$ cat config.mk
export PLATFORM = sky130hd
export DESIGN_NAME = pbm_div
export DESIGN_NICKNAME = d
export VERILOG_FILES = /design/src/design/pbm_pkg.sv /design/src/design/pbm_div.sv
export SDC_FILE = /design/constraint.sdc
export NUM_CORES = 1
export LEC_CHECK = 0
export BUFFER_PORTS_ARGS = -buffer_cell sky130_fd_sc_hd__buf_2
export CORE_UTILIZATION = 35
export CTS_BUF_LIST = sky130_fd_sc_hd__clkbuf_8
export DETAILED_ROUTE_END_ITERATION = 16
export HOLD_SLACK_MARGIN = 0.15
export SLEW_MARGIN = 20
export SYNTH_ARGS = -nofsm -noshare
export SYNTH_HDL_FRONTEND = slang
export SYNTH_SLANG_ARGS = --single-unit
$ cat constraint.sdc
create_clock -name clk -period 3 [get_ports clk]
set_input_delay 0.6 -clock clk [delete_from_list [all_inputs] [get_ports clk]]
set_output_delay 0.6 -clock clk [all_outputs]
set_load 0.1 [all_outputs]
$ cat src/design/pbm_pkg.sv
// Package for the patch box-mean unit: sizing constants, item and
// configuration types, register indexes.
// Depends on nothing; every other design file imports it.
package pbm_pkg;

	// Sizing
	localparam int MAX_ROWS     = 64;
	localparam int MAX_COLS     = 64;
	localparam int MAX_CHANNELS = 4;
	localparam int MAX_PATCH    = 16;
	localparam int SAMPLE_BITS  = 16;

	localparam int ROW_W  = $clog2(MAX_ROWS);
	localparam int COL_W  = $clog2(MAX_COLS);
	localparam int CH_W   = $clog2(MAX_CHANNELS);
	localparam int ADDR_W = ROW_W + COL_W + CH_W;
	localparam int STORE_DEPTH = MAX_ROWS * MAX_COLS * MAX_CHANNELS;

	// Pixel count of a patch and the per-channel sum of its samples
	localparam int CNT_W = $clog2(MAX_PATCH * MAX_PATCH + 1);
	localparam int SUM_W = SAMPLE_BITS + CNT_W;

	// Register file
	localparam int PADDR_W = 5;
	localparam int PDATA_W = 32;
	localparam logic [2:0] REG_IMAGE_ROWS    = 3'd0;
	localparam logic [2:0] REG_IMAGE_COLS    = 3'd1;
	localparam logic [2:0] REG_PATCH_HEIGHT  = 3'd2;
	localparam logic [2:0] REG_PATCH_WIDTH   = 3'd3;
	localparam logic [2:0] REG_CHANNEL_COUNT = 3'd4;

	// Item function codes
	localparam logic FUNC_LOAD  = 1'b0;
	localparam logic FUNC_QUERY = 1'b1;

	typedef struct packed {
		logic [6:0] image_rows;
		logic [6:0] image_cols;
		logic [4:0] patch_height;
		logic [4:0] patch_width;
		logic [2:0] channel_count;
	} cfg_t;

	typedef struct packed {
		logic        func;
		logic [5:0]  pos_row;
		logic [5:0]  pos_col;
		logic [1:0]  chan;
		logic [15:0] sample_value;
	} req_item_t;

	typedef struct packed {
		logic [1:0]  chan_out;
		logic [15:0] mean_value;
		logic        empty_patch;
		logic        last_of_run;
	} rsp_item_t;

endpackage

$ cat src/design/pbm_div.sv
// Radix-2 restoring divider, one quotient bit per cycle: patch sum by pixel count.
// Depends on pbm_pkg.
module pbm_div (
	input  logic                            clk,
	input  logic                            arst_n,
	input  logic                            start,
	input  logic [pbm_pkg::SUM_W-1:0]       dividend,
	input  logic [pbm_pkg::CNT_W-1:0]       divisor,
	output logic                            done,
	output logic [pbm_pkg::SAMPLE_BITS-1:0] quotient
);
	import pbm_pkg::*;

	localparam int STEP_W = $clog2(SUM_W + 1);

	logic              busy_q;
	logic              done_q;
	logic [STEP_W-1:0] step_q;
	logic [SUM_W-1:0]  dq_q;
	logic [CNT_W-1:0]  rem_q;
	logic [CNT_W-1:0]  div_q;
	logic [CNT_W:0]    rem_sh;
	logic [CNT_W:0]    rem_diff;
	logic              fits;

	// One trial subtraction
	assign rem_sh   = {rem_q, dq_q[SUM_W-1]};
	assign rem_diff = rem_sh - {1'b0, div_q};
	assign fits     = rem_sh >= {1'b0, div_q};

	assign done     = done_q;
	assign quotient = dq_q[SAMPLE_BITS-1:0];

	// Control
	always_ff @(posedge clk or negedge arst_n) begin
		if (!arst_n) begin
			busy_q <= 1'b0;
			done_q <= 1'b0;
			step_q <= '0;
		end else begin
			done_q <= 1'b0;
			if (start) begin
				busy_q <= 1'b1;
				step_q <= STEP_W'(SUM_W);
			end else if (busy_q) begin
				step_q <= step_q - 1'b1;
				if (step_q == STEP_W'(1)) begin
					busy_q <= 1'b0;
					done_q <= 1'b1;
				end
			end
		end
	end

	// Datapath: quotient bits shift in behind the dividend
	always_ff @(posedge clk) begin
		if (start) begin
			dq_q  <= dividend;
			rem_q <= '0;
			div_q <= divisor;
		end else if (busy_q) begin
			dq_q  <= {dq_q[SUM_W-2:0], fits};
			rem_q <= fits ? rem_diff[CNT_W-1:0] : rem_sh[CNT_W-1:0];
		end
	end

endmodule

---- Yosys cells after proc, flatten, opt, wreduce, memory -nomap -nowiden ----
Cells that the tools add are included.
operators by class
  reduce and logical (&&, ||, !) cells .... 1
  muxes and demuxes ....................... 11
  add/sub/neg operators ................... 2
  $lt $le $gt $ge ......................... 1
  equality and inequality tests ........... 1
operators with widths
  operator                                                                number
  25-bit 2-to-1 mux                                                       2
  10-bit by 9-bit greater-or-equal comparator with 1-bit output           1
  5-bit 2-to-1 mux                                                        2
  9-bit 2-to-1 mux                                                        1
  9-bit subtractor                                                        1
  1-bit 2-to-1 mux                                                        6
  5-bit by 1-bit equality test with 1-bit output (second input constant)  1
  5-bit by 1-bit subtractor with 5-bit output (second input constant)     1
  2-bit nonzero test                                                      1
storage, ports and cells
  register bits after elaboration ......... 50
  bits of input ports ..................... 37
  word-level logic and storage cells ...... 22
  output and inout bits ................... 17

---- Depth between registers and ports, before layout ----
Gate-level depths: netlist of run 1.
  depth in word-level cells ............... 4
  gate-level depth with buffers ........... 10

---- Worst setup path after synthesis of run 1 ----
OpenSTA, ideal clock, no wires.
  path type ............................... register to register
  start point ............................. reg dq_q[24]
  end point ............................... reg dq_q[0] (data pin)
  setup slack ............................. 0.563 ns
  cell stages (with the launch flop) ...... 11
  arrival time ............................ 2.177 ns
  period minus slack after synthesis ...... 2.437 ns
  buffers on the path ..................... 1
  library setup time ...................... 0.260 ns
  path through ............................ edfxtp_1 > inv_1 > ha_1 > inv_1 > fa_1 > a211oi_2 > o31ai_2 > a211oi_4 > buf_6 > inv_1 > mux2_2
on the way
  word-level cells in the longest chain between the ends .. 3
ends and longest elaborated chain
  what                                                           line           text
  start, declared                                                pbm_div.sv:19  logic [SUM_W-1:0] dq_q;
  start signal, assigned                                         pbm_div.sv:58  dq_q <= dividend;
  start signal, assigned                                         pbm_div.sv:62  dq_q <= {dq_q[SUM_W-2:0], fits};
  10-bit by 9-bit greater-or-equal comparator with 1-bit output  pbm_div.sv:29  assign fits = rem_sh >= {1'b0, div_q};
  25-bit 2-to-1 mux                                              pbm_div.sv:61  end else if (busy_q) begin
  25-bit 2-to-1 mux                                              pbm_div.sv:57  if (start) begin
Every way passes these cells. The select of a mux whose other input is x is not followed.
A chain may end at the register's enable or synchronous reset.

---- Worst setup path in the final report of run 1 ----
  start point ............................. reg dq_q[24]
  end point ............................... reg rem_q[3]
on the way
  word-level cells in the longest chain between the ends .. 2
  elaborated cells on any way between the ends .. 3
  classes of those cells .................. 1 x add/sub; 1 x order compare; 1 x mux
ends and longest elaborated chain
  what                                                                                               line                          text
  9-bit subtractor or 10-bit by 9-bit greater-or-equal comparator with 1-bit output (tied branches)  pbm_div.sv:28, pbm_div.sv:29
  9-bit 2-to-1 mux *                                                                                 pbm_div.sv:63                 rem_q <= fits ? rem_diff[CNT_W-1:0] : rem_sh[CNT_W-1:0];
  end signal, assigned                                                                               pbm_div.sv:63
  end, declared                                                                                      pbm_div.sv:20                 logic [CNT_W-1:0] rem_q;
Mark *: on every way between the ends. The rest lies on a longest branch, timed or not.

==> results of run 1 <==
-- state kept, by name (all words and copies together), names as in the netlist --
| name | count |
|---|---|
| step_q | 5 |
| rem_q | 9 |
| done | 1 |
| div_q | 9 |
| dq_q | 25 |
| busy_q | 1 |
-- cell usage after synthesis, drive strengths merged, types with 5 or more instances --
cell and instances:
a211oi 7, buf 18, mux2 25, nor2 13
edfxtp 34, nand2b 5, dfrtp 7, xnor2 6
nand2 5, ha 11, inv 14, clkbuf 8
dfxtp 9
-- worst paths after layout --
path                            startpoint  cells past startpoint   endpoint  slack [ns]
min in group asynchronous           arst_n                      2  step_q[3]        0.65
worst max-delay path              dq_q[24]                     10   rem_q[3]        0.47
max in group asynchronous           arst_n                      2  step_q[1]        2.20
worst min register to register    rem_q[6]                      2   rem_q[7]        0.51
worst max register to register    dq_q[24]                     10   rem_q[3]        0.47
worst min-delay path            divisor[1]                      1   div_q[1]        0.46
-- cell type report --
cell class,count,area [µm²],share of cell area
flip-flops and latches,50,1380,0.457
well taps,99,124,0.0411
repair buffers,58,305,0.101
multi-input cells,121,1040,0.345
clock inverters,3,47.5,0.0158
clock buffers,5,68.8,0.0228
inverters,14,52.6,0.0174
-- power by group --
group,leakage [nW],switching (mW),total [mW],internal (mW)
clock,0.0587,0.246,0.499,0.253
sequential,0.506,0.0686,0.923,0.854
combinational,0.745,0.552,0.884,0.332
total,1.31,0.867,2.31,1.44
-- cell families (layout without fill, tap and decap cells) --
group / count (synthesis) / in the layout / share of synthesized area
flops: 50 / 50 / 0.521
simple gates: 42 / 42 / 0.0901
buf+inv: 40 / 80 / 0.0853
mux: 29 / 29 / 0.122
compound gates: 28 / 28 / 0.0886
fa+ha+maj: 12 / 12 / 0.0597
xor+xnor: 10 / 10 / 0.0332
-- what timing repair did --
| item | 4_1_cts | 5_1_grt |
|---|---|---|
| gates resized for setup | 0 | 0 |
| hold buffers | 1 | 0 |
| endpoints found under the hold margin | 7 | 0 |
-- layer usage --
| layer | share of wire | global-route usage | vias to the layer above |
|---|---|---|---|
| li1 | - | - | 824 |
| met1 | 0.49 | 0.161 | 769 |
| met2 | 0.45 | 0.169 | 32 |
| met3 | 0.040 | 0.0280 | 7 |
| met4 | 0.018 | 0.0528 | 0 |
| met5 | 0 | 0 | - |
-- worst max-delay path: cells and delay by family, from the launching register on --
| kind | cells | cell delay [ns] |
|---|---|---|
| buffers and inverters | 3 | 0.36 |
| flip-flops | 1 | 0.39 |
| adder cells (fa/ha/maj) | 2 | 0.56 |
| AO/OA/AOI/OAI | 4 | 1.04 |
| multiplexers | 1 | 0.08 |
-- through the flow --
stage	hold slack [ns]	power, mW	instance area [µm²]
final	0.457	2.31	3010
after global routing	0.436	2.44	3010
after CTS	0.446	2.33	3010
after detailed placement	0.449	1.83	2890
after global placement	0.448	1.82	2890
after floorplan	0.304	1.72	2640
==> impl_metrics.json, run 1 <==
{
  "status": "completed",
  "row_count": 31,
  "dp.cells": 341,
  "synth.largest_area_cell": "edfxtp_1",
  "layout_common_cells": "buf_2 (53), edfxtp_1 (34), mux2_2 (25), inv_1 (14), nor2_1 (13)",
  "root_buffer": "clkbuf_8",
  "worst_clock_skew_ns": 0.00800,
  "syn_avg_cell_area_um2": 12.5,
  "finalHoldViolations": 0,
  "slowest_delay_ns": 0.41,
  "max-slew-margin-rel": 0.603,
  "layoutNonFillerInstCount": 350,
  "vias": 1632,
  "drc": 0,
  "rsz0062_at_grt": "false",
  "die_w_um": 88.9,
  "cts_buffers": 5,
  "overflow": 0,
  "tritoncts": "built",
  "gp_congestion": 0.768,
  "cts_sinks": 50,
  "firstDrtPassIters": 4,
  "ys.flop_type": "edfxtp_1",
  "drv_cap": 0,
  "synth_fp_nets": 260,
  "layout_commonest_cell": "buf_2",
  "crit_fanout": 8,
  "track_usage": 0.115,
  "synth-seq-cells": 50,
  "io_pins": 54,
  "dieArea_um2": 7890,
  "initial_core_util": 0.364,
  "grt_pass1_vias": 1449,
  "cts_setup_buffers": 0,
  "grt_max_degree": 28,
  "worstPathArrival_ns": 2.76,
  "cp_slowest_cell": "a211oi_4",
  "synthTopCellsByArea": "edfxtp_1 (39%), mux2_2 (11%), dfxtp_1 (6.8%), dfrtp_1 (6.6%), ha_1 (5.2%)",
  "worstSetupStartpointType": "flop",
  "final-setup-viol-count": 0,
  "path_clk_slew_ns": 0.10,
  "fmax_mhz": 395,
  "dp_slack_ns": 0.473,
  "min_period_over_period": 0.844,
  "peakVddDrop_v": 0.000240,
  "core_um2": 7250,
  "syn_area_um2": 2640,
  "vias_per_cell": 4.66,
  "wl_per_cell_um": 12.7,
  "power_density_nw_per_um2": 765,
  "synth_warnings": 0,
  "finalWorstPathRequiredPeriod_ns": 2.53,
  "drt-initial-drc-count": 33,
  "synthToLayoutAreaGrowth_pct": 14.1,
  "nFillCells": 710,
  "drive_above_1_share": 0.414,
  "ys_types": 45,
  "layout.nets": 299,
  "ys_seq_area_frac": 0.521,
  "cpMostUsedCell": "inv_1",
  "synth_edf_count": 34,
  "fin_util": 0.415,
  "clk_latency_ns": 0.31,
  "cts_max_level": 2,
  "endpoint_kind": "flop",
  "hp-class": "primary input to flop",
  "finalMaxSlewViolations": 0,
  "synthCells": 211,
  "finalSetupTns_ns": 0,
  "die_height_um": 88.9,
  "postRouteAntennaNets": 0,
  "critPathKind": "flop to flop",
  "cts_max_path_buffers": 2,
  "grt_pass1_wl_um": 6840,
  "leakagePower_nw": 1.31,
  "tightest_slew_ns": 0.596,
  "portBuffers": 53,
  "netlist.area_leader.share": 0.387,
  "required_ns": 3.23,
  "antennaDiodeCount": 0,
  "antenna_found_initial": 0,
  "timing.final.ws_setup_ns": 0.468,
  "path_cells": "inv_1, ha_1, inv_1, fa_1, a211oi_2, o31ai_2, a211oi_4, buf_4, mux2i_1, a211oi_1",
  "drt_wl_total_um": 4440,
  "async_flop_share": 0.140,
  "dp_hpwl_um": 3110
}
Note: power is estimated with default switching activity, not from simulation.
==> run 2, diff against run 1 <==
- clock period: 3 -> 2.4 ns (I/O delays scaled with it)
==> run 2 against run 1 <==
Net effect: the run now ends with setup timing left; register-to-register slack lost 0.48 ns; critical endpoint is now dq_q[0]; via count grew 1.1%; utilization grew 0.60 points; non-clock buffer count grew 4.
==> impl_metrics.json, run 2 (same netlist as run 1, synthesis figures left out) <==
{
  "status": "finished with violations",
  "violations": "setup timing",
  "path_clk_slew_ns": 0.10,
  "crit_fanout": 4,
  "synthToLayoutAreaGrowth_pct": 15.8,
  "io_pins": 54,
  "final-setup-viol-count": 3,
  "drv_cap": 0,
  "firstDrtPassIters": 4,
  "die_w_um": 88.9,
  "die_height_um": 88.9,
  "cts_buffers": 5,
  "overflow": 0,
  "layout_common_cells": "buf_2 (54), edfxtp_1 (34), mux2_2 (24), nor2_1 (13), inv_1 (12)",
  "cts_max_path_buffers": 2,
  "cts_sinks": 50,
  "worstPathArrival_ns": 2.48,
  "grt_max_degree": 32,
  "regMostFlops": "dq_q",
  "min_period_over_period": 1.01,
  "wl_per_cell_um": 13.3,
  "peakVddDrop_v": 0.000347,
  "tritoncts": "built",
  "dieArea_um2": 7890,
  "grt_pass1_wl_um": 7070,
  "max-slew-margin-rel": 0.611,
  "drc": 0,
  "postRouteAntennaNets": 0,
  "antennaDiodeCount": 0,
  "fin_area_um2": 3060,
  "fin_util": 0.421,
  "drt_wl_total_um": 4710,
  "endpoint_kind": "flop",
  "clk_latency_ns": 0.31,
  "worst_clock_skew_ns": 0.00810,
  "fmax_mhz": 414,
  "antenna_found_initial": 0,
  "cts_max_level": 2,
  "critPathKind": "flop to flop",
  "finalWorstPathRequiredPeriod_ns": 2.41,
  "layout_commonest_cell": "buf_2",
  "place_area_um2": 2890,
  "worstSetupStartpointType": "flop",
  "tightest_slew_ns": 0.584,
  "leakagePower_nw": 1.32,
  "initial_core_util": 0.364,
  "hp-class": "primary input to flop",
  "vias_per_cell": 4.66,
  "total_power_mw": 2.98,
  "rsz0062_at_grt": "true",
  "core_um2": 7250,
  "vias": 1650,
  "power_density_nw_per_um2": 974,
  "root_buffer": "clkbuf_8",
  "track_usage": 0.120,
  "largestRegisters": "dq_q: 25 flops, div_q: 9 flops, rem_q: 9 flops",
  "dp_hpwl_um": 3310,
  "finalHoldViolations": 0,
  "finalMaxSlewViolations": 0,
  "largest_reg_flops": 25,
  "row_count": 31,
  "gp_congestion": 0.775,
  "drive_above_1_share": 0.443,
  "timing.final.ws_setup_ns": -0.0128,
  "grt_pass1_vias": 1521,
  "portBuffers": 53,
  "drt-initial-drc-count": 75,
  "finalSetupTns_ns": -0.0264,
  "layout.nets": 303,
  "required_ns": 2.47
}
## run 2: per-stage QoR
stage | hold WS [ns] | setup WS [ns] | instances
5_1_grt | 0.332 | -0.118 | 354
4_1_cts | 0.331 | 0.0368 | 351
3_5_place_dp | 0.325 | 0.0247 | 342
6_report | 0.339 | -0.0128 | 354
2_1_floorplan | 0.184 | -0.00466 | 211
3_3_place_gp | 0.328 | 0.0941 | 342
## run 2: cell type report
type / instances / area (µm²)
repair buffers: 62 / 337
clock buffers: 5 / 68.8
fillers: 685 / 4200
well taps: 99 / 124
clock inverters: 3 / 28.8
flip-flops and latches: 50 / 1380
inverters: 14 / 52.6
multi-input cells: 121 / 1070
## run 2: timing repair
action | in CTS | in global routing
hold buffers | 1 | 0
endpoints found under the hold margin | 7 | 0
endpoints found under the setup margin | 0 | 9
setup buffers | 0 | 2
gates resized for setup | 0 | 9
## run 2: where the power goes
part / internal (mW) / total (mW) / switching (mW)
clock: 0.216 / 0.520 / 0.303
sequential: 1.07 / 1.18 / 0.103
combinational: 0.504 / 1.28 / 0.777
## run 2: layer usage
layer	global-route usage	up-vias	routed length [µm]
met1	0.165	794	2300
met2	0.190	25	2240
li1	-	827	-
met5	0	-	0
met3	0.0252	4	131
met4	0.0352	0	40
## run 2: critical path, stage by stage (launching register included)
cell and delay, ns:
edfxtp_1 0.39, inv_1 0.07, ha_2 0.18, inv_2 0.04, fa_2 0.38, a211oi_4 0.31, o31ai_4 0.14, a211oi_4 0.33
inv_2 0.06, mux2_4 0.26
## run 2: final timing paths
| path | from | endpoint | slack [ns] | cells after the start |
|---|---|---|---|---|
| worst max-delay path | dq_q[24] | dq_q[0] | -0.01 | 9 |
| worst min-delay path | divisor[5] | div_q[5] | 0.34 | 1 |
| worst max register to register | dq_q[24] | dq_q[0] | -0.01 | 9 |
| worst min register to register | rem_q[6] | rem_q[6] | 0.53 | 2 |
| max in group asynchronous | arst_n | step_q[1] | 1.72 | 2 |
| min in group asynchronous | arst_n | step_q[2] | 0.52 | 2 |
