File: src/design/pbm_pkg.sv
// Package for the patch box-mean unit: sizing constants, item and
// configuration types, register indexes.
// Depends on nothing; every other design file imports it.
package pbm_pkg;

	// Sizing
	localparam int MAX_ROWS     = 64;
	localparam int MAX_COLS     = 64;
	localparam int MAX_CHANNELS = 4;
	localparam int MAX_PATCH    = 16;
	localparam int SAMPLE_BITS  = 16;

	localparam int ROW_W  = $clog2(MAX_ROWS);
	localparam int COL_W  = $clog2(MAX_COLS);
	localparam int CH_W   = $clog2(MAX_CHANNELS);
	localparam int ADDR_W = ROW_W + COL_W + CH_W;
	localparam int STORE_DEPTH = MAX_ROWS * MAX_COLS * MAX_CHANNELS;

	// Pixel count of a patch and the per-channel sum of its samples
	localparam int CNT_W = $clog2(MAX_PATCH * MAX_PATCH + 1);
	localparam int SUM_W = SAMPLE_BITS + CNT_W;

	// Register file
	localparam int PADDR_W = 5;
	localparam int PDATA_W = 32;
	localparam logic [2:0] REG_IMAGE_ROWS    = 3'd0;
	localparam logic [2:0] REG_IMAGE_COLS    = 3'd1;
	localparam logic [2:0] REG_PATCH_HEIGHT  = 3'd2;
	localparam logic [2:0] REG_PATCH_WIDTH   = 3'd3;
	localparam logic [2:0] REG_CHANNEL_COUNT = 3'd4;

	// Item function codes
	localparam logic FUNC_LOAD  = 1'b0;
	localparam logic FUNC_QUERY = 1'b1;

	typedef struct packed {
		logic [6:0] image_rows;
		logic [6:0] image_cols;
		logic [4:0] patch_height;
		logic [4:0] patch_width;
		logic [2:0] channel_count;
	} cfg_t;

	typedef struct packed {
		logic        func;
		logic [5:0]  pos_row;
		logic [5:0]  pos_col;
		logic [1:0]  chan;
		logic [15:0] sample_value;
	} req_item_t;

	typedef struct packed {
		logic [1:0]  chan_out;
		logic [15:0] mean_value;
		logic        empty_patch;
		logic        last_of_run;
	} rsp_item_t;

endpackage

File: src/design/pbm_regs.sv
// Configuration registers of the patch box-mean unit behind an APB-style port.
// Depends on pbm_pkg.
module pbm_regs (
	input  logic                        clk,
	input  logic                        arst_n,
	input  logic                        psel,
	input  logic                        penable,
	input  logic                        pwrite,
	input  logic [pbm_pkg::PADDR_W-1:0] paddr,
	input  logic [pbm_pkg::PDATA_W-1:0] pwdata,
	output logic [pbm_pkg::PDATA_W-1:0] prdata,
	output logic                        pready,
	output pbm_pkg::cfg_t               cfg
);
	import pbm_pkg::*;

	cfg_t       cfg_q;
	logic [2:0] reg_idx;
	logic       wr_en;

	assign pready  = 1'b1;
	assign reg_idx = paddr[PADDR_W-1:2];
	assign wr_en   = psel & penable & pwrite;
	assign cfg     = cfg_q;

	// Register writes; unknown indexes are dropped
	always_ff @(posedge clk or negedge arst_n) begin
		if (!arst_n) begin
			cfg_q.image_rows    <= 7'd64;
			cfg_q.image_cols    <= 7'd64;
			cfg_q.patch_height  <= 5'd3;
			cfg_q.patch_width   <= 5'd3;
			cfg_q.channel_count <= 3'd3;
		end else if (wr_en) begin
			unique case (reg_idx)
				REG_IMAGE_ROWS:    cfg_q.image_rows    <= pwdata[6:0];
				REG_IMAGE_COLS:    cfg_q.image_cols    <= pwdata[6:0];
				REG_PATCH_HEIGHT:  cfg_q.patch_height  <= pwdata[4:0];
				REG_PATCH_WIDTH:   cfg_q.patch_width   <= pwdata[4:0];
				REG_CHANNEL_COUNT: cfg_q.channel_count <= pwdata[2:0];
				default: ;
			endcase
		end
	end

	// Read-back
	always_comb begin
		unique case (reg_idx)
			REG_IMAGE_ROWS:    prdata = {25'd0, cfg_q.image_rows};
			REG_IMAGE_COLS:    prdata = {25'd0, cfg_q.image_cols};
			REG_PATCH_HEIGHT:  prdata = {27'd0, cfg_q.patch_height};
			REG_PATCH_WIDTH:   prdata = {27'd0, cfg_q.patch_width};
			REG_CHANNEL_COUNT: prdata = {29'd0, cfg_q.channel_count};
			default:           prdata = '0;
		endcase
	end

endmodule

File: config.mk
export PLATFORM = sky130hd
export DESIGN_NAME = pbm_regs
export DESIGN_NICKNAME = d
export VERILOG_FILES = /design/src/design/pbm_pkg.sv /design/src/design/pbm_regs.sv
export SDC_FILE = /design/constraint.sdc
export NUM_CORES = 1
export LEC_CHECK = 0
export BUFFER_PORTS_ARGS = -buffer_cell sky130_fd_sc_hd__buf_2
export CORE_AREA = 3 3 65 67
export DETAILED_ROUTE_END_ITERATION = 16
export DIE_AREA = 0 0 68 70
export PLACE_DENSITY_LB_ADDON = 0.05
export RECOVER_POWER = 50
export SETUP_SLACK_MARGIN = 0.15
export SYNTH_ARGS = -nofsm -noshare
export SYNTH_HDL_FRONTEND = slang
export SYNTH_SLANG_ARGS = --single-unit
File: constraint.sdc
create_clock -name clk -period 1.56 [get_ports clk]
set_input_delay 0.234 -clock clk [delete_from_list [all_inputs] [get_ports clk]]
set_output_delay 0.234 -clock clk [all_outputs]
set_load 0.1 [all_outputs]
# Word level (Yosys, flattened, before mapping)
# Cells that the tools add are included.
dict set report word_totals {
  inputBits 42
  reg_bits 27
  output_inout_bits 60
  word_cells 18
}
dict set report classes {
  n_bitwise 2
  mux 1
  n_reduce_logical 6
  n_eq_ne 4
}
# cell count
set ops {}
lappend ops {{7-bit case mux with 5 select lines} 1}
lappend ops {{2-bit AND reduction} 5}
lappend ops {{3-bit by 2-bit equality test with 1-bit output, second input constant} 2}
lappend ops {{3-bit by 1-bit equality test with 1-bit output, second input constant} 1}
lappend ops {{3-bit equality test, second input constant} 1}
lappend ops {{3-bit logical NOT} 1}
lappend ops {{1-bit bitwise AND} 2}

# Longest topological paths before layout
# Gate-level depths: netlist (run 1).
dict set report logic_depth {
  word_depth 3
  depth_mapped 5
  depth_no_buf 3
}

# Least setup slack after synthesis (run 1)
# OpenSTA, ideal clock, no wires.
dict set report synth_path {
  kind {register -> output}
  from {register cfg_q, in the netlist cfg[14]}
  to {output prdata[1] in the netlist's numbering}
  path_stages_with_launch 3
  path_slack_ps -1931
  t_arrival_ps 3257
  cell_sequence {dfrtp_1 -> a22oi_1 -> o21ai_0}
}
dict set report synth_via {
  elab_chain_len 1
}
# item line
set synth_lines {}
lappend synth_lines {{start, declared} pbm_regs.sv:17} ;# cfg_t cfg_q;
lappend synth_lines {{7-bit case mux with 5 select lines} pbm_regs.sv:48} ;# unique case (reg_idx)
lappend synth_lines {{end, declared} pbm_regs.sv:11} ;# output logic [pbm_pkg::PDATA_W-1:0] prdata,
# No other way between the ends.

# Final worst setup path (run 1)
dict set report layout_path {
  from {register cfg_q, in the netlist cfg[7]}
  to {output prdata[4] in the netlist's numbering}
}
# Same word-level chain as after synthesis.

==> results.cfg, run 1 <==
[status]
outcome = finished, violations left
violations = negative setup slack

[floorplan]
coreArea_um2 = 3690
die_h_um = 70
initial_core_util_pct = 42.2
die-area_um2 = 4760
ios = 102
rows = 22
fp.dieW_um = 68

[timing]
fin_ws_ns = -0.212
setup_viol = 6
grt_setup_unrepaired = yes
hold_viol = 0
hold_slack_ns = 0.208
drv_slew = 0
fin_crit_ns = 1.77
max_freq_mhz = 564
slew_headroom_pct = 55.1
skew_ns = 0
worstMarginPinSlew_ns = 0.673
timing.final.crit_share_pct = 114

[cts]
cts_htree_levels = 1
cts_made_buffers = 3
root_buffer = clkbuf_8
cts_sinks = 27
tritoncts = built
clkLatencyLatePin_ns = 0.27
path_clk_slew_ns = 0.09
cts.path.max_buffers = 2

[run]
maxCapViolCount = 0

[drt]
wl_met3_um = 287
ant_nets = 0
vias = 1156
firstDrtPassIters = 4
first_iter_violations = 16
wl_met1_mm = 1.49
routed.top_layer = met4
vias_per_cell = 4.70
drt-total-wl_mm = 3.61
wl_met2_mm = 1.81
drc = 0
wire_per_inst_um = 14.7

[global_routing]
grt-ovfl-total = 0
antenna_found_initial = 0
grt_pass1_wl_mm = 5.91
grt_max_degree = 28
gr-usage-all-layers_pct = 16.5
grt_pass1_vias = 1177

[synthesis]
synthMuxAreaShare_pct = 27.6
syn_area_um2 = 1560
ys_warn_count = 0
synthSimpleGateAreaFrac_pct = 9.24
synth_area_leaders = dfrtp_1 31%, mux2_2 17%, buf_4 13%
synthAdderAreaFrac_pct = 0
ys_seq_area_share_pct = 44.0
synth_cell_types = 27
syn_area_per_cell_um2 = 12.7
synth_compound_area_share_pct = 3.69
synth_top_family_by_area = multiplexers
yosys.area.top_type = dfrtp_1
synth-seq-cells = 27
synth-xor-area-share_pct = 0
synthCells = 123
netlist.area_leader.share_pct = 30.5

[cells_and_area]
nNetsFinal = 241
largest_register_ff_count = 27
diodes = 0
syn_to_final_growth_pct = 53.7
drive_above_1_share_pct = 76.3

[critical_path]
reg2reg_depth = 2
required_ns = 1.33
worstPathCellList = mux4_2, nor2b_4, buf_12
end_kind = output pin
cpPeakStageDelay_ns = 0.48
critPathMaxFanout = 2
rrSetupSlack_ns = 0.55
cp_top_family = flip-flops
cp_slowest_cell = dfrtp_4
timing.critical_path.buf_inv = 1
startpoint_type = flip-flop
crit_arrival_ns = 1.54
timing.rr.start = cfg[23]
r2r_end = cfg[23]
crit_type = flip-flop to output pin

[pwr]
p_clk_share_pct = 10.3
power.share.combinational_pct = 61.9
switchingPower_uw = 2050
power_density_nw_per_um2 = 1580
ir_worst_vdd_uv = 925
total_leakage_power_uw = 0.00110
total_power_uw = 3770
seq_power_share_pct = 27.7
swShare_pct = 54.2
cellInternalPower_uw = 1730

[min_path]
holdPathStages = 2
holdCritStartpoint = pwdata[6]
hold_class = input pin to flip-flop
hold_end = cfg[26]

[place]
place_congestion = 0.745
port_buffers = 48
pre_cts_slack_ns = -0.0982
dp_hpwl_mm = 2.85
-- worst register-to-register path, cell delays in order, from the launching register on --
cell and delay (ns):
dfrtp_4 0.48, buf_4 0.14, mux2_1 0.29
-- cell usage after synthesis --
library cell and count:
nor2b_2 1, a32oi_1 1, clkbuf_1 2, conb_1 2, or3_1 1, nor3b_2 2, buf_2 1, o21ai_0 3
mux2i_1 2, nor3b_1 1, buf_4 28, buf_6 1, nand4b_4 1, mux4_2 2, mux2_4 7, a2bb2oi_1 1
a22oi_1 2, dfstp_2 8, nand2_1 2, mux2_2 23, nand3_1 1, dfrtp_1 19, nor4b_1 2, a21oi_1 2
nor3_1 2, nor2_1 2, nor2b_1 4
-- per-stage QoR --
| step | setup TNS (ns) | area (um^2) | cells | util, % |
|---|---|---|---|---|
| 2_1_floorplan | -1.34 | 1860 | 147 | - |
| 3_3_place_gp | -0.243 | 2230 | 236 | 60.5 |
| 3_5_place_dp | -0.278 | 2230 | 236 | 60.5 |
| 4_1_cts | -0.759 | 2400 | 245 | 65.1 |
| 5_1_grt | -1.08 | 2390 | 246 | 64.9 |
| 6_report | -0.723 | 2390 | 246 | 64.9 |
-- worst max path at each step --
stage	from	cells past startpoint	endpoint	slack, ns
after global routing	cfg[7]	3	prdata[4]	-0.27
after detailed placement	paddr[2]	7	prdata[1]	-0.1
after floorplan	cfg[19]	2	prdata[6]	-0.40
after CTS	cfg[7]	3	prdata[4]	-0.22
after global placement	paddr[2]	7	prdata[1]	-0.09
final	cfg[7]	3	prdata[4]	-0.21
-- repair_timing --
action / CTS / global route
endpoints found under the setup margin: 17 / 11
hold buffers: 1 / 0
endpoints found under the hold margin: 19 / 0
gates resized for setup: 23 / 7
cloned: 0 / 0
buffers inserted: 4 / 1
pin swaps: 4 / 0
-- area by class of cell --
cell class,count,area [um^2]
clock buffer,4,45.0
tap,48,60.1
multi-input combinational,88,865
sequential,27,761
timing repair buffer,79,663
fill,305,1290
-- power groups by stage --
stage	combinational [uW]	clock [uW]	sequential (uW)
5_1_grt	2410	439	1070
4_1_cts	2330	403	1050
2_1_floorplan	808	0	2080
3_5_place_dp	2210	0	1070
6_report	2340	389	1050
3_3_place_gp	2200	0	1060
-- metal layers --
| layer | GRT usage [%] | vias up |
|---|---|---|
| met3 | 4.18 | 5 |
| met1 | 21.7 | 565 |
| met5 | 0 | - |
| met2 | 26.9 | 56 |
| li1 | - | 530 |
| met4 | 3.97 | 0 |
-- cell families (layout without fill, tap and decap cells) --
| logic type | count (synthesis) | count (layout) |
|---|---|---|
| other | 2 | 26 |
| AND/OR/NAND/NOR | 19 | 19 |
| multiplexers | 34 | 34 |
| buffers and inverters | 32 | 83 |
| AO/OA/AOI/OAI | 9 | 9 |
| flip-flops | 27 | 27 |
-- layout by cell type, fill, tap and decap left out, types with 4 or more instances in the layout --
master     n
buf_4     33
conb_1    26
buf_2     24
mux2_2    21
dfrtp_4   15
buf_12    11
mux2_4     8
clkbuf_1   6
dfstp_4    4
dfstp_2    4
(Power assumes the default switching activity.)
==> run 2, diff against run 1 <==
Settings changed: CTS_BUF_LIST set to sky130_fd_sc_hd__clkbuf_4 sky130_fd_sc_hd__clkbuf_8 sky130_fd_sc_hd__clkbuf_16.
==> results.cfg, run 2 (synthesis results as in run 1) <==
[status]
outcome = finished, violations left
violations = negative setup slack

[cells_and_area]
fillCellCount = 307
drive_above_1_share_pct = 76.6
largest_register_ff_count = 27
post-route-cell-area_um2 = 2390
syn_to_final_growth_pct = 53.3
layout_common_cells = 31 x buf_4, 26 x conb_1, 25 x buf_2, 21 x mux2_2, 15 x dfrtp_4
nNetsFinal = 240
final_cells = 245
final_common_cell = buf_4
diodes = 0

[pwr]
ir_worst_vdd_uv = 925
total_leakage_power_uw = 0.00109
power_density_nw_per_um2 = 1580
total_power_uw = 3780

[drt]
vias_per_cell = 4.69
ant_nets = 0
drt-total-wl_mm = 3.61
first_iter_violations = 16
wire_per_inst_um = 14.7
vias = 1149
drc = 0
firstDrtPassIters = 4

[timing]
drv_slew = 0
grt_setup_unrepaired = yes
max_freq_mhz = 564
fin_crit_ns = 1.77
slew_headroom_pct = 55.2
setup_viol = 6
worstMarginPinSlew_ns = 0.672
skew_ns = 0
timing.final.crit_share_pct = 114
hold_viol = 0
fin_ws_ns = -0.212

[place]
dp_hpwl_mm = 2.85
place_congestion = 0.745
port_buffers = 48
dpl_cell_area_um2 = 2230
pre_cts_slack_ns = -0.0982
dp_cells = 236

[cts]
cts_made_buffers = 3
clkLatencyLatePin_ns = 0.26
tritoncts = built
path_clk_slew_ns = 0.09
cts.path.max_buffers = 2
cts_sinks = 27
root_buffer = clkbuf_8
cts_htree_levels = 1

[global_routing]
grt_max_degree = 28
grt_pass1_vias = 1174
grt_pass1_wl_mm = 5.95
gr-usage-all-layers_pct = 16.7
antenna_found_initial = 0
grt-ovfl-total = 0

[critical_path]
startpoint_type = flip-flop
critPathMaxFanout = 2
worstPathCellList = mux4_2, nor2b_4, buf_12
required_ns = 1.33
crit_type = flip-flop to output pin
cp_slowest_cell = dfrtp_4
end_kind = output pin
cpPeakStageDelay_ns = 0.48
crit_arrival_ns = 1.54

[floorplan]
rows = 22
initial_core_util_pct = 42.2
ios = 102
fp.dieW_um = 68
die-area_um2 = 4760
die_h_um = 70
coreArea_um2 = 3690

[min_path]
hold_class = input pin to flip-flop

[run]
maxCapViolCount = 0
[run 2: report_power, final]
part / internal, uW / switching, uW / leakage [uW] / total (uW)
logic: 603 / 1720 / 0.000763 / 2330
clock network: 200 / 204 / 0.0000262 / 404
registers: 932 / 117 / 0.000304 / 1050
total: 1740 / 2040 / 0.00109 / 3780
[run 2: per-stage QoR]
stage | util (%) | hold WS (ns) | TNS (ns)
after CTS | 65.2 | 0.204 | -0.759
after global routing | 64.7 | 0.200 | -1.08
after global placement | 60.5 | 0.266 | -0.243
final | 64.7 | 0.209 | -0.705
after floorplan | - | -0.0616 | -1.34
after detailed placement | 60.5 | 0.272 | -0.278
[run 2: path summary, 6_finish.rpt]
path                            from        end  slack [ns]  cells after the start
max reg2reg                  cfg[23]    cfg[23]        0.55                      2
max                           cfg[7]  prdata[4]       -0.21                      3
min                        pwdata[6]    cfg[26]        0.21                      2
min in group asynchronous     arst_n    cfg[14]        0.53                      2
min reg2reg                  cfg[14]    cfg[14]        0.54                      1
max in group asynchronous     arst_n    cfg[22]        0.53                      2
[run 2: layout make-up]
cell class	instances	area, um^2	area share, %
tap	48	60.1	2.52
timing repair buffer	78	653	27.4
multi-input combinational	88	865	36.2
clock buffer	4	48.8	2.04
sequential	27	761	31.9
[run 2: repair_timing]
| item | in CTS | in global routing |
|---|---|---|
| endpoints found under the hold margin | 19 | 0 |
| buffers inserted | 4 | 0 |
| resized for setup | 23 | 5 |
| hold buffers | 1 | 0 |
| setup endpoints to repair | 17 | 11 |
| pin swaps | 4 | 0 |
[run 2: critical path, delay by kind of cell, from the launching register on]
kind	cells	cell delay, ns
buffers and inverters	1	0.16
flip-flops	1	0.48
multiplexers	1	0.48
AND/OR/NAND/NOR	1	0.15
[run 2: per-layer routing]
layer / vias up / track usage (%) / share of wire (%)
met5: - / 0 / 0
met4: 0 / 3.97 / 0.89
met3: 5 / 4.18 / 8.1
met2: 55 / 26.9 / 50
met1: 561 / 22.1 / 41
li1: 528 / - / -
==> run 3, diff against run 2 <==
Settings changed: ABC_AREA set to 1, CORE_AREA 3 3 65 67 to 3 3 66 68, DIE_AREA 0 0 68 70 to 0 0 69 71.
==> results.cfg, run 3 <==
[status]
outcome = finished, violations left
violations = negative setup slack

[synthesis]
synth.most_common_cell = nand2_1
synth_area_leaders = dfrtp_1 29%, dfstp_2 13%, buf_4 12%
syn_area_um2 = 1650
netlist.area_leader.share_pct = 28.8
synth_edf_count = 0
syn_area_per_cell_um2 = 8.50
synthCells = 194
synthArstFlopShare_pct = 100
ys_warn_count = 0
synth_ff_type = dfrtp_1
yosys.area.top_type = dfrtp_1
synth_cell_types = 23
synth_common_cells = 47 x nand2_1, 26 x buf_4, 20 x inv_1
synth-seq-cells = 27
ys_seq_area_share_pct = 41.6

[pwr]
swShare_pct = 55.9
switchingPower_uw = 2090
ir_worst_vdd_uv = 791
cellInternalPower_uw = 1650
power_density_nw_per_um2 = 1540
total_leakage_power_uw = 0.00120
p_clk_share_pct = 11.6
seq_power_share_pct = 27.6
power.share.combinational_pct = 60.8

[cts]
root_buffer = clkbuf_8
cts.path.max_buffers = 2
clkLatencyLatePin_ns = 0.27
cts_made_buffers = 3
tritoncts = built
cts_sinks = 27
cts_htree_levels = 1
path_clk_slew_ns = 0.10

[cells_and_area]
nNetsFinal = 301
syn_to_final_growth_pct = 46.8
largest_register_ff_count = 27
layout_common_cells = 39 x nand2_1, 28 x buf_2, 26 x conb_1, 15 x buf_12
postLayoutCoreUtil_pct = 61.9
post-route-cell-area_um2 = 2420
final_cells = 308
final_common_cell = nand2_1
drive_above_1_share_pct = 57.8
diodes = 0

[timing]
hold_viol = 0
timing.final.crit_share_pct = 101
drv_slew = 0
fin_tns_setup_ns = -0.0391
skew_ns = 0
grt_setup_unrepaired = yes
setup_viol = 2
slew_headroom_pct = 58.7
fin_crit_ns = 1.58
max_freq_mhz = 633
fin_ws_ns = -0.0199
worstMarginPinSlew_ns = 0.619

[global_routing]
grt_max_degree = 28
grt_pass1_vias = 1312
grt_pass1_wl_mm = 6.27
grt-ovfl-total = 0
antenna_found_initial = 0
gr-usage-all-layers_pct = 15.9

[run]
maxCapViolCount = 0

[place]
pre_cts_slack_ns = 0.100
place_congestion = 0.787
dp_cells = 288
dp_hpwl_mm = 2.94
port_buffers = 48
dpl_cell_area_um2 = 2160

[critical_path]
rrSetupSlack_ns = 0.56
worstSetupStartpoint = cfg[1]
startpoint_type = flip-flop
end_kind = output pin
timing.rr.start = cfg[19]
crit_type = flip-flop to output pin
crit_arrival_ns = 1.35
required_ns = 1.33
critPathMaxFanout = 2

[drt]
vias = 1387
firstDrtPassIters = 4
first_iter_violations = 44
drc = 0
ant_nets = 0
wire_per_inst_um = 12.9
vias_per_cell = 4.50
drt-total-wl_mm = 3.97

[floorplan]
die-area_um2 = 4900
ios = 102
coreArea_um2 = 3910
rows = 23
fp.dieW_um = 69
initial_core_util_pct = 42.1
die_h_um = 71

[min_path]
hold_class = input pin to flip-flop
holdCritStartpoint = pwdata[1]
## run 3: cell types whose count changed after synthesis, sizes merged, moves of 3 or more
cell   previous run  this run
nor2b             5         0
nand4             0         4
inv               0        22
nor2              2        14
nand2             2        53
nand3             1        13
o21ai             3        28
mux2             30         0
nor3b             3         0
## run 3: repair_timing
item,in CTS,in global routing
gates resized for setup,22,11
pin swaps,13,6
endpoints found under the setup margin,6,14
endpoints found under the hold margin,19,0
setup buffers,12,3
hold buffers,1,0
## run 3: final timing paths
path | cells past startpoint | end
worst max-delay path | 5 | prdata[1]
worst min-delay path | 3 | cfg[4]
worst max register to register | 4 | cfg[19]
worst min register to register | 2 | cfg[22]
max in group asynchronous | 2 | cfg[10]
min in group asynchronous | 2 | cfg[7]
## run 3: power groups by stage
| stage | registers, uW | logic [uW] | clock network (uW) |
|---|---|---|---|
| floorplan | 2030 | 730 | 0 |
| global placement | 1060 | 2100 | 0 |
| detailed placement | 1070 | 2100 | 0 |
| CTS | 1030 | 2250 | 440 |
| global route | 1050 | 2340 | 478 |
| finish | 1030 | 2270 | 434 |
## run 3: cell type report
cell class | count | area, um^2
Fill cell | 377 | 1490
Clock buffer | 4 | 48.8
Sequential cell | 27 | 752
Multi-Input combinational cell | 139 | 825
Timing Repair Buffer | 66 | 646
Inverter | 22 | 87.6
Tap cell | 50 | 62.6
## run 3: logic make-up after synthesis
family | share of synthesized area (%)
DFF | 41.6
and+or+nand+nor | 25.9
buffers and inverters | 20.4
other | 0.455
AOI/OAI and AO/OA | 11.7
## run 3: per-stage QoR
step | total power, uW | hold slack, ns
2_1_floorplan | 2760 | -0.0616
5_1_grt | 3860 | 0.167
3_5_place_dp | 3170 | 0.291
4_1_cts | 3720 | 0.158
6_report | 3730 | 0.159
3_3_place_gp | 3160 | 0.287
## run 3: worst max-delay path, cell delays in order (launching register included)
cell,delay (ns)
dfstp_4,0.64
nand3_1,0.08
nand2_1,0.09
nor2_2,0.05
nand2_4,0.06
buf_12,0.17
## run 3: routing by layer
metal	wire length (um)	track usage, %	part of all wire (%)
met5	0	0	0
met4	26	3.25	0.65
met3	221	2.98	5.6
met2	2050	28.6	52
met1	1670	20.0	42
